==> config.mk <==
export PLATFORM = sky130hd
export DESIGN_NAME = grouped_logit_classify_error_unit
export DESIGN_NICKNAME = d
export VERILOG_FILES = /design/src/sv/glce_pkg.sv /design/src/sv/glce_ram.sv /design/src/sv/grouped_logit_classify_error_unit.sv
export SDC_FILE = /design/constraint.sdc
export NUM_CORES = 2
export LEC_CHECK = 0
export BUFFER_PORTS_ARGS = -buffer_cell sky130_fd_sc_hd__buf_2
export CORE_AREA = 2 2 622 624
export DETAILED_ROUTE_END_ITERATION = 12
export DIE_AREA = 0 0 624 626
export HOLD_SLACK_MARGIN = 0.05
export MAX_ROUTING_LAYER = met4
export PLACE_DENSITY_LB_ADDON = 0.1
export SYNTH_ARGS = -nofsm -noshare
export SYNTH_HDL_FRONTEND = slang
export SYNTH_SLANG_ARGS = --single-unit
==> constraint.sdc <==
create_clock -name clk -period 16.6 [get_ports clk]
set_input_delay 2.49 -clock clk [delete_from_list [all_inputs] [get_ports clk]]
set_output_delay 2.49 -clock clk [all_outputs]
set_load 0.01 [all_outputs]
==> src/sv/glce_pkg.sv <==
// Shared types and constants for the grouped logit classify and error unit.
// Used by the top level; depends on nothing.
`default_nettype none

package glce_pkg;

    // Command codes carried on s_tuser
    localparam logic [1:0] CMD_LOAD   = 2'd0;
    localparam logic [1:0] CMD_ELEM   = 2'd1;
    localparam logic [1:0] CMD_FINISH = 2'd2;

    // Result kinds carried on m_tuser
    localparam logic KIND_ROW    = 1'b0;
    localparam logic KIND_REPORT = 1'b1;

    localparam int COEF_BITS  = 16;
    localparam int PROD_BITS  = 32;
    localparam int ACC_BITS   = 40;
    localparam int DIFF_BITS  = 16;
    localparam int SQ_BITS    = 32;
    localparam int ERR_BITS   = 31;
    localparam int TOTAL_BITS = 48;
    localparam int CNTO_BITS  = 20;
    localparam int DIVC_BITS  = 6;

    localparam logic [ERR_BITS-1:0]   ROW_ERR_MAX = 31'd1090519040;
    localparam logic [TOTAL_BITS-1:0] TOTAL_MAX   = {TOTAL_BITS{1'b1}};
    localparam logic signed [ACC_BITS-1:0] ACC_MAX = {1'b0, {(ACC_BITS-1){1'b1}}};
    localparam logic signed [ACC_BITS-1:0] ACC_MIN = {1'b1, {(ACC_BITS-1){1'b0}}};
    localparam logic signed [DIFF_BITS:0]  ONE_Q8  = 17'sd256;

    typedef enum logic [2:0] {
        ST_RUN,
        ST_SQUARE,
        ST_ACCUM,
        ST_DIVIDE,
        ST_REPORT
    } state_t;

    // Control bits that travel with an element or finish request down the pipe
    typedef struct packed {
        logic fin;
        logic last;
        logic in_range;
    } pipe_ctl_t;

endpackage

`default_nettype wire

==> src/sv/glce_ram.sv <==
// Generic single-clock RAM, one write port and one read port, registered read.
// No dependencies.
`default_nettype none

module glce_ram #(
    parameter int WIDTH = 16,
    parameter int DEPTH = 128
) (
    input  wire                                     clk,
    input  wire                                     we,
    input  wire [(DEPTH > 1 ? $clog2(DEPTH) : 1)-1:0] waddr,
    input  wire [WIDTH-1:0]                         wdata,
    input  wire [(DEPTH > 1 ? $clog2(DEPTH) : 1)-1:0] raddr,
    output logic [WIDTH-1:0]                        rdata
);

    logic [WIDTH-1:0] mem [DEPTH];

    always_ff @(posedge clk)
    begin
        if (we)
        begin
            mem[waddr] <= wdata;
        end
        rdata <= mem[raddr];
    end

endmodule

`default_nettype wire

==> src/sv/grouped_logit_classify_error_unit.sv <==
// Grouped logit classifier with squared-error scoring.
// Requests arrive on the s_ stream, results leave on the m_ stream.
// s_tuser carries the command: load a coefficient, a feature element, or finish.
// A load writes the coefficient RAM at once; the next request may read it.
// Feature elements are taken one per cycle while s_tready is high; each reads
// its coefficient from the RAM, is multiplied and is accumulated, each step
// registered. An element marked by s_tlast closes the row: input stops until
// the row result is in the output register, and the next request is taken
// after that. The score test, the squaring and the total update are done in
// turn by a small sequencer; the total update waits for a free output register.
// A finish request runs a restoring divider, one quotient bit a cycle over the
// 48-bit total, and reports when the output register is free, then clears the
// total and the row count.
// When the receiver stalls, the finished result holds in the output register;
// a new row end or finish waits in the sequencer until the register is taken;
// no new request is taken meanwhile. Reset clears the score, total, count and
// pipeline; the coefficient RAM is not cleared and must be loaded before use.
// Depends on glce_pkg and glce_ram.
`default_nettype none

module grouped_logit_classify_error_unit #(
    parameter int NUM_GROUPS   = 16,
    parameter int NUM_FEATURES = 8,
    parameter int COUNT_BITS   = 20
) (
    input  wire          clk,
    input  wire          rst_n,
    input  wire          s_tvalid,
    output logic         s_tready,
    input  wire  [39:0]  s_tdata,  // group[3:0], feature_index[6:4], value[22:7],
                                   // label[38:23], zero[39]
    input  wire  [1:0]   s_tuser,  // command[1:0]
    input  wire          s_tlast,  // last_of_row
    output logic         m_tvalid,
    input  wire          m_tready,
    output logic [135:0] m_tdata,  // predicted[0], row_error[31:1],
                                   // total_error[79:32], row_count[99:80],
                                   // mean_error[130:100], zero[135:131]
    output logic         m_tuser   // kind
);

    import glce_pkg::*;

    localparam int DEPTH  = NUM_GROUPS * NUM_FEATURES;
    localparam int ADDR_W = DEPTH > 1 ? $clog2(DEPTH) : 1;
    localparam logic [COUNT_BITS-1:0] COUNT_MAX = {COUNT_BITS{1'b1}};

    // Request fields
    logic [3:0]                  in_group;
    logic [2:0]                  in_feat;
    logic signed [COEF_BITS-1:0] in_value;
    logic signed [COEF_BITS-1:0] in_label;
    logic [1:0]                  in_cmd;
    logic                        accept;
    logic                        in_range;
    logic [ADDR_W-1:0]           slot;
    logic [COEF_BITS-1:0]        coef_rd;

    assign in_group = s_tdata[3:0];
    assign in_feat  = s_tdata[6:4];
    assign in_value = s_tdata[22:7];
    assign in_label = s_tdata[38:23];
    assign in_cmd   = s_tuser;
    assign accept   = s_tvalid && s_tready;
    assign in_range = (32'(in_group) < NUM_GROUPS) && (32'(in_feat) < NUM_FEATURES);
    assign slot     = in_range
                    ? ADDR_W'(32'(in_group) * 32'(NUM_FEATURES) + 32'(in_feat))
                    : '0;

    glce_ram #(
        .WIDTH (COEF_BITS),
        .DEPTH (DEPTH)
    ) u_coef_ram (
        .clk   (clk),
        .we    (accept && (in_cmd == CMD_LOAD) && in_range),
        .waddr (slot),
        .wdata (in_value),
        .raddr (slot),
        .rdata (coef_rd)
    );

    // Pipeline and sequencer registers
    state_t                       state_reg, state_next;
    logic                         v1_reg, v2_reg;
    pipe_ctl_t                    ctl1_reg, ctl2_reg;
    logic signed [COEF_BITS-1:0]  val1_reg;
    logic signed [COEF_BITS-1:0]  lab1_reg, lab2_reg;
    logic signed [PROD_BITS-1:0]  prod2_reg;
    logic signed [ACC_BITS-1:0]   acc_reg, acc_next;
    logic                         pred_reg, pred_next;
    logic [DIFF_BITS-1:0]         adiff_reg, adiff_next;
    logic [ERR_BITS-1:0]          sq_reg, sq_next;
    logic [TOTAL_BITS-1:0]        total_reg, total_next;
    logic [COUNT_BITS-1:0]        rows_reg, rows_next;
    logic [COUNT_BITS-1:0]        rem_reg, rem_next;
    logic [TOTAL_BITS-1:0]        dvd_reg, dvd_next;
    logic [DIVC_BITS-1:0]         divc_reg, divc_next;

    // Output register
    logic                         m_valid_reg, m_valid_next;
    logic                         o_kind_reg, o_kind_next;
    logic                         o_pred_reg, o_pred_next;
    logic [ERR_BITS-1:0]          o_rerr_reg, o_rerr_next;
    logic [TOTAL_BITS-1:0]        o_total_reg, o_total_next;
    logic [CNTO_BITS-1:0]         o_count_reg, o_count_next;
    logic [ERR_BITS-1:0]          o_mean_reg, o_mean_next;

    // Combinational helpers
    logic                         out_free;
    logic                         end1, end2;
    logic signed [ACC_BITS:0]     acc_sum;
    logic signed [ACC_BITS-1:0]   acc_upd;
    logic signed [DIFF_BITS:0]    diff;
    logic [DIFF_BITS:0]           diff_mag;
    logic [SQ_BITS-1:0]           sq_full;
    logic [TOTAL_BITS:0]          total_sum;
    logic [COUNT_BITS:0]          rem_shift;
    logic                         qbit;

    assign out_free = !m_valid_reg || m_tready;
    assign end1     = ctl1_reg.fin || ctl1_reg.last;
    assign end2     = ctl2_reg.fin || ctl2_reg.last;
    // Block new requests while the sequencer is busy or a row end or finish is still in flight
    assign s_tready = (state_reg == ST_RUN) && !(v1_reg && end1) && !(v2_reg && end2);

    assign acc_sum = {acc_reg[ACC_BITS-1], acc_reg}
                   + ((ctl2_reg.in_range && !ctl2_reg.fin) ? (ACC_BITS+1)'(prod2_reg) : '0);

    always_comb
    begin
        if (acc_sum[ACC_BITS] != acc_sum[ACC_BITS-1])
        begin
            acc_upd = acc_sum[ACC_BITS] ? ACC_MIN : ACC_MAX;
        end
        else
        begin
            acc_upd = acc_sum[ACC_BITS-1:0];
        end
    end

    assign diff      = (DIFF_BITS+1)'(lab2_reg) - ((acc_upd > 0) ? ONE_Q8 : 17'sd0);
    assign diff_mag  = diff[DIFF_BITS] ? (DIFF_BITS+1)'(-diff) : (DIFF_BITS+1)'(diff);
    assign sq_full   = SQ_BITS'(adiff_reg) * SQ_BITS'(adiff_reg);
    assign total_sum = {1'b0, total_reg} + (TOTAL_BITS+1)'(sq_reg);
    assign rem_shift = {rem_reg, dvd_reg[TOTAL_BITS-1]};
    assign qbit      = rem_shift >= {1'b0, rows_reg};

    always_ff @(posedge clk or negedge rst_n)
    begin
        if (!rst_n)
        begin
            state_reg   <= ST_RUN;
            v1_reg      <= 1'b0;
            v2_reg      <= 1'b0;
            acc_reg     <= '0;
            total_reg   <= '0;
            rows_reg    <= '0;
            m_valid_reg <= 1'b0;
        end
        else
        begin
            state_reg   <= state_next;
            v1_reg      <= accept && ((in_cmd == CMD_ELEM) || (in_cmd == CMD_FINISH));
            v2_reg      <= v1_reg;
            acc_reg     <= acc_next;
            total_reg   <= total_next;
            rows_reg    <= rows_next;
            m_valid_reg <= m_valid_next;
        end
    end

    // Payload registers
    always_ff @(posedge clk)
    begin
        ctl1_reg    <= '{fin: (in_cmd == CMD_FINISH), last: s_tlast, in_range: in_range};
        val1_reg    <= in_value;
        lab1_reg    <= in_label;
        ctl2_reg    <= ctl1_reg;
        lab2_reg    <= lab1_reg;
        prod2_reg   <= PROD_BITS'(val1_reg) * PROD_BITS'($signed(coef_rd));
        pred_reg    <= pred_next;
        adiff_reg   <= adiff_next;
        sq_reg      <= sq_next;
        rem_reg     <= rem_next;
        dvd_reg     <= dvd_next;
        divc_reg    <= divc_next;
        o_kind_reg  <= o_kind_next;
        o_pred_reg  <= o_pred_next;
        o_rerr_reg  <= o_rerr_next;
        o_total_reg <= o_total_next;
        o_count_reg <= o_count_next;
        o_mean_reg  <= o_mean_next;
    end

    always_comb
    begin
        state_next   = state_reg;
        acc_next     = acc_reg;
        total_next   = total_reg;
        rows_next    = rows_reg;
        pred_next    = pred_reg;
        adiff_next   = adiff_reg;
        sq_next      = sq_reg;
        rem_next     = rem_reg;
        dvd_next     = dvd_reg;
        divc_next    = divc_reg;
        m_valid_next = m_valid_reg && !m_tready;
        o_kind_next  = o_kind_reg;
        o_pred_next  = o_pred_reg;
        o_rerr_next  = o_rerr_reg;
        o_total_next = o_total_reg;
        o_count_next = o_count_reg;
        o_mean_next  = o_mean_reg;

        case (state_reg)
            ST_RUN:
            begin
                if (v2_reg)
                begin
                    if (ctl2_reg.fin)
                    begin
                        rem_next   = '0;
                        dvd_next   = total_reg;
                        divc_next  = '0;
                        state_next = ST_DIVIDE;
                    end
                    else if (ctl2_reg.last)
                    begin
                        // Classify on the updated score, then restart it
                        pred_next  = acc_upd > 0;
                        adiff_next = diff_mag[DIFF_BITS-1:0];
                        acc_next   = '0;
                        state_next = ST_SQUARE;
                    end
                    else
                    begin
                        acc_next = acc_upd;
                    end
                end
            end

            ST_SQUARE:
            begin
                sq_next    = (sq_full > SQ_BITS'(ROW_ERR_MAX)) ? ROW_ERR_MAX
                                                               : sq_full[ERR_BITS-1:0];
                state_next = ST_ACCUM;
            end

            ST_ACCUM:
            begin
                if (out_free)
                begin
                    total_next   = total_sum[TOTAL_BITS] ? TOTAL_MAX
                                                         : total_sum[TOTAL_BITS-1:0];
                    rows_next    = (rows_reg == COUNT_MAX) ? rows_reg
                                                           : rows_reg + COUNT_BITS'(1);
                    m_valid_next = 1'b1;
                    o_kind_next  = KIND_ROW;
                    o_pred_next  = pred_reg;
                    o_rerr_next  = sq_reg;
                    o_total_next = total_next;
                    o_count_next = CNTO_BITS'(rows_next);
                    o_mean_next  = '0;
                    state_next   = ST_RUN;
                end
            end

            ST_DIVIDE:
            begin
                // Restoring division, one quotient bit per cycle
                rem_next  = qbit ? COUNT_BITS'(rem_shift - {1'b0, rows_reg})
                                 : rem_shift[COUNT_BITS-1:0];
                dvd_next  = {dvd_reg[TOTAL_BITS-2:0], qbit};
                divc_next = divc_reg + DIVC_BITS'(1);
                if (divc_reg == DIVC_BITS'(TOTAL_BITS - 1))
                begin
                    state_next = ST_REPORT;
                end
            end

            ST_REPORT:
            begin
                if (out_free)
                begin
                    m_valid_next = 1'b1;
                    o_kind_next  = KIND_REPORT;
                    o_pred_next  = 1'b0;
                    o_rerr_next  = '0;
                    o_total_next = total_reg;
                    o_count_next = CNTO_BITS'(rows_reg);
                    if (rows_reg == '0)
                    begin
                        o_mean_next = '0;
                    end
                    else if (dvd_reg > TOTAL_BITS'(ROW_ERR_MAX))
                    begin
                        o_mean_next = ROW_ERR_MAX;
                    end
                    else
                    begin
                        o_mean_next = dvd_reg[ERR_BITS-1:0];
                    end
                    total_next = '0;
                    rows_next  = '0;
                    state_next = ST_RUN;
                end
            end

            default:
            begin
                state_next = ST_RUN;
            end
        endcase
    end

    assign m_tvalid = m_valid_reg;
    assign m_tuser  = o_kind_reg;
    assign m_tdata  = {5'b0, o_mean_reg, o_count_reg, o_total_reg, o_rerr_reg, o_pred_reg};

endmodule

`default_nettype wire
Yosys cells after proc, flatten, opt, wreduce, memory -nomap -nowiden
Memories as Yosys holds them, arrays and structs flattened. A register that Yosys moved wholly into a read port is not among the register bits.
Index checks and enable logic that the tools add are counted.
W data, S select, Z words.
{"block": "word_totals", "register_bits": 452, "mem_bits_rw": 2048, "latchBits": 0, "elab_cells": 136, "out_inout_bits": 139, "mem_count": 1, "rom_bits": 0}
{"block": "classes", "add_sub_neg": 8, "magnitude_cmp": 4, "n_div": 0, "n_eq_ne": 16, "n_shift": 0, "mul": 2, "bitwise": 1, "n_mux": 50, "reduce_logical": 27}
{"name": "u_coef_ram.mem", "words": 128, "width": 16, "rd": 1, "rd_ports_with_merged_regs": 1, "write_ports": 1, "line": "glce_ram.sv:17", "rtl": "logic [WIDTH-1:0] mem [DEPTH];"}
{"op": "$mux W48", "n": 6}
{"op": "$pmux W48 S2", "n": 3}
{"op": "$mux W31", "n": 5}
{"op": "$mux W20", "n": 7}
{"op": "$pmux W31 S2", "n": 2}
{"op": "$mux W40", "n": 3}
{"op": "$pmux W20 S2", "n": 3}
{"op": "$mul A16 B16 Y32", "n": 2}
{"op": "$add A48 B31 Y49", "n": 1}
{"op": "$gt A48 B31 Y1 const B", "n": 1}
{"op": "$add A41 B41 Y41", "n": 1}
{"op": "$mux W41", "n": 1}
{"op": "$gt A40 B1 Y1 const B", "n": 1}
{"op": "$gt A32 B31 Y1 const B", "n": 1}
{"op": "$ge A21 B20 Y1", "n": 1}
{"op": "$add A20 B1 Y20 const B", "n": 1}
{"op": "$eq A20 B20 Y1 const B", "n": 1}
{"op": "$logic_not A20 Y1", "n": 1}
{"op": "$sub A20 B20 Y20", "n": 1}
{"op": "$sub A16 B10 Y17", "n": 1}
{"op": "$mux W16", "n": 1}
{"op": "$neg A16 Y16", "n": 1}
{"op": "$mux W3", "n": 5}
{"op": "$mux W6", "n": 2}
{"op": "other kinds (27)", "n": 56}

Logic depth before layout (Yosys ltp)
{"block": "depth", "ltp_word": 9, "depth_mapped": 28, "depth_no_buf": 25}

Cells and area by module
A second synthesis with hierarchy kept.
{"block": "unflattened", "cells_unflattened": 7099, "hier_area_um2": 118155.8}
{"module": "glce_ram", "cells_each": 3086, "area_each_um2": 78522.8, "instances": 1}
{"module": "grouped_logit_classify_error_unit", "cells_each": 4013, "area_each_um2": 39633.0, "instances": 1}

Least setup slack after synthesis
No wires, ideal clock.
{"block": "synth_path", "path_kind": "input to register", "from": "in m_tready", "to": "reg o_kind_reg (netlist: m_tuser), enable pin", "arrival_time_ps": 6725, "setup_slack_ps": 9329, "stages": 4, "cell_sequence": "nor2b_1 -> or3_1 -> clkinv_1 -> clkbuf_1"}
{"block": "synth_via", "elab_chain_len": 3}
{"item": "start: declaration", "line": "grouped_logit_classify_error_unit.sv:35", "rtl": "input wire m_tready,"}
{"item": "$logic_or A1 B1 Y1 (*)", "line": "grouped_logit_classify_error_unit.sv:120", "rtl": "assign out_free = !m_valid_reg || m_tready;"}
{"item": "$ne A2 B2 Y1 (no source line)"}
{"item": "$reduce_and A3 Y1 (no source line) (*)"}
{"item": "end signal: assignment", "line": "grouped_logit_classify_error_unit.sv:187", "rtl": "o_kind_reg <= o_kind_next;"}
{"item": "end: declaration", "line": "grouped_logit_classify_error_unit.sv:101", "rtl": "logic o_kind_reg, o_kind_next;"}
Mark *: on every way between the ends. The rest lies on a longest branch, timed or not.
A chain may end at the register's enable or synchronous reset.

Worst setup path in the final report
{"block": "layout_path", "from": "reg adiff_reg[1]", "to": "reg sq_reg[24], data pin"}
{"block": "layout_via", "elab_chain_len": 2}
{"item": "start: declaration", "line": "grouped_logit_classify_error_unit.sv:91", "rtl": "logic [DIFF_BITS-1:0] adiff_reg, adiff_next;"}
{"item": "start signal: assignment", "line": "grouped_logit_classify_error_unit.sv:182", "rtl": "adiff_reg <= adiff_next;"}
{"item": "$mul A16 B16 Y32 (*)", "line": "grouped_logit_classify_error_unit.sv:143", "rtl": "assign sq_full = SQ_BITS'(adiff_reg) * SQ_BITS'(adiff_reg);"}
{"item": "$gt A32 B31 Y1", "line": "grouped_logit_classify_error_unit.sv:244", "rtl": "sq_next = (sq_full > SQ_BITS'(ROW_ERR_MAX)) ? ROW_ERR_MAX"}
{"item": "end signal: assignment", "line": "grouped_logit_classify_error_unit.sv:183", "rtl": "sq_reg <= sq_next;"}
{"item": "end: declaration", "line": "grouped_logit_classify_error_unit.sv:92", "rtl": "logic [ERR_BITS-1:0] sq_reg, sq_next;"}
Marked as above.

==> results.yml <==
sta:
  fin_crit_sh_pct: 48.0
  tightest_slew_ns: 1.27
  hold_viol: 0
  max_freq_mhz: 125
  rsz0062_at_grt: "no"
  clock_skew_ns: 0.109
  maxSlewHeadroom_pct: 14.5
  slew_violations: 0
  finalSetupTns_ns: 0
  setup_viol_count_final: 0
  min_period_ns: 7.97
layout:
  syn2layout_area_growth_pct: 15.2
  largest-register: "u_coef_ram.mem"
  final_cell_mix: "edfxtp_1, a22oi_1, nand2_1"
  seq_area_sq_um: 73900
  final_nets: 9278
  fillers: 37300
  final_area_sq_um: 132000
  largest_reg_flops: 2048
  fin_cells: 13800
  multi_input_area_sq_um: 37300
  drive_gt1_share_pct: 12.0
  final_common_cell: "edfxtp_1"
pwr:
  seq_power_share_pct: 33.3
  comb_power_share_pct: 40.1
  swShare_pct: 36.2
  p_clk_share_pct: 26.6
  power_switching_w: 0.00854
  p_int_w: 0.0151
  peakVddDrop_mv: 0.243
  p_leak_nw: 46.2
  p_per_area_nw_per_um2: 179
  power_w: 0.0236
place:
  port_buffers: 178
  dp_cells: 13300
  placed_area_sq_um: 123000
  place_congestion: 0.811
  dpl.hpwl_microns: 234000
clock_network:
  cts-root-buf: "clkbuf_16"
  insertion_delay_ns: 0.96
  ctsResizeCount: 0
  ctsHtreeMaxLevel: 5
  clkSinkCount: 2514
  cts_setup_buffers: 0
  hold_buffers: 0
  clk_pin_slew_ns: 0.05
  tritoncts: "yes"
  cts_made_buffers: 299
  cts_buffer_depth: 4
global_route:
  grt_pass1_vias: 73500
  grt_max_degree: 99
  grt-ovfl-total: 0
  grt_usage_pct: 19.3
  grt_antenna_before_repair: 22
  grt_first_pass_wirelength_microns: 538000
yosys:
  yosysSeqAreaShare_pct: 64.4
  synth-edff-count: 2300
  ys_seq_elements: 2514
  synth_top_area_share_pct: 60.2
  async_flop_share_pct: 4.53
  synth_warnings: 0
  ys_types: 98
  synth_area_sq_um: 115000
  synthTopCellsByArea: "edfxtp_1, fa_1, a22oi_1"
  yosysTopAreaCell: "edfxtp_1"
  synth_ff_type: "edfxtp_1"
  synthCells: 8226
  synth_area_per_cell_sq_um: 14.0
min_path:
  min_to: "lab2_reg[0]$_DFF_P_"
  worstHoldStart: "lab1_reg[0]$_DFF_P_"
  min_path_cells: 0
  hold_class: "register to register"
run:
  maxCapViolCount: 0
worst_setup_path:
  cp-end-kind: "register"
  reg2reg_slack_ns: 8.63
  critPathMaxFanout: 24
  r2r_end: "sq_reg[24]$_SDFFCE_PN1P_"
  crit_arrival_ns: 8.60
  r2r_start: "adiff_reg[1]$_DFFE_PP_"
  worstRegToRegCells: 23
  startpoint_type: "register"
  path_class: "register to register"
  required_ns: 17.23
detailed_routing:
  vias: 70800
  wl_per_cell_microns: 26.9
  drtAntennaViolNets: 0
  firstDrtPassIters: 5
  vias_per_cell: 5.12
  drc: 0
  drt_iter0_markers: 5870
  routed_wl_microns: 372000
floorplan:
  die_h_microns: 626
  ios: 186
  die-area_sq_um: 391000
  start_util_pct: 29.9
  rows: 228
  core_sq_um: 384000
  die_w_microns: 624
run_status:
  status: "completed"
[synth_stat cells, types with 58 or more instances]
library cell,instances
dfrtp_1,114
inv_1,580
a22oi_1,629
nand4_1,128
fa_1,426
nor2b_1,67
nand2_1,591
dfxtp_1,100
o21ai_0,199
nor4_1,58
nand3_1,94
nor2_1,367
a31oi_1,186
clkbuf_1,354
a221oi_1,206
buf_1,93
ha_1,281
edfxtp_1,2300
nor3_1,63
xnor2_1,126
a22o_1,228
a21oi_1,259
and2_1,234
[worst max-delay path, cell delays in order, from the launching register on]
cell and delay, ns:
edfxtp_1 0.98, nand2_1 0.23, inv_1 0.13, fa_1 0.41, inv_1 0.10, fa_1 0.40, inv_1 0.09, fa_1 0.45
fa_1 0.47, fa_1 0.51, inv_1 0.05, fa_1 0.47, inv_1 0.05, ha_1 0.43, and2_4 0.25, nor4_1 0.05
a21boi_1 0.18, o41ai_4 0.51, a31oi_2 0.26, a2111oi_1 0.38, a311o_2 0.22, nand2_1 0.07, o41a_4 0.60, or4_1 0.44
[per-layer routing]
metal	vias up	share of wire, %	global-route usage, %
met5	-	0	-
met4	0	2.3	4.34
met3	457	3.8	1.79
met2	1626	49	32.0
met1	37000	45	25.7
li1	31700	-	-
[area by class of cell]
type | instances | area share [%]
sequential | 2514 | 55.9
multi-input combinational | 4675 | 28.2
clock buffer | 374 | 6.06
tap | 5060 | 4.79
timing repair buffer | 453 | 2.37
inverter | 581 | 1.65
clock inverter | 161 | 0.990
antenna | 11 | 0.0208
[cells by family (layout without fill, tap and decap cells)]
kind of cell / count (synthesis) / after routing / synth area share (%)
other: 1 / 17 / 0.00327
xor gates and xnor gates: 171 / 171 / 1.31
buffers and inverters: 1042 / 1569 / 3.44
adders and majority gates: 724 / 724 / 10.6
AOI/OAI and AO/OA: 2001 / 2001 / 12.6
DFF: 2514 / 2514 / 64.4
and+or+nand+nor: 1751 / 1751 / 7.39
muxes: 22 / 22 / 0.226
[power by group through the flow]
stage,logic [W],registers [W],clock network [W]
floorplan,0.00696,0.00794,0
global placement,0.00954,0.00800,0
detailed placement,0.00958,0.00800,0
CTS,0.00963,0.00788,0.00644
global route,0.0108,0.00792,0.00667
finish,0.00946,0.00787,0.00628
[worst max-delay path by stage]
stage | cells after the start | endpoint | start
finish | 23 | sq_reg[24]$_SDFFCE_PN1P_ | adiff_reg[1]$_DFFE_PP_
global placement | 23 | sq_reg[24]$_SDFFCE_PN1P_ | adiff_reg[1]$_DFFE_PP_
floorplan | 4 | m_tuser$_DFFE_PP_ | m_tready
CTS | 23 | sq_reg[24]$_SDFFCE_PN1P_ | adiff_reg[1]$_DFFE_PP_
global route | 23 | sq_reg[24]$_SDFFCE_PN1P_ | adiff_reg[1]$_DFFE_PP_
detailed placement | 23 | sq_reg[24]$_SDFFCE_PN1P_ | adiff_reg[1]$_DFFE_PP_
[metrics by stage]
step	util, %	hold slack (ns)	setup WS [ns]
2_1_floorplan	-	0.310	9.33
3_3_place_gp	32.0	0.314	8.52
3_5_place_dp	32.0	0.314	8.56
4_1_cts	34.4	0.327	8.53
5_1_grt	34.4	0.327	8.21
6_report	34.4	0.327	8.63
Note: power is estimated with default switching activity, not from simulation.
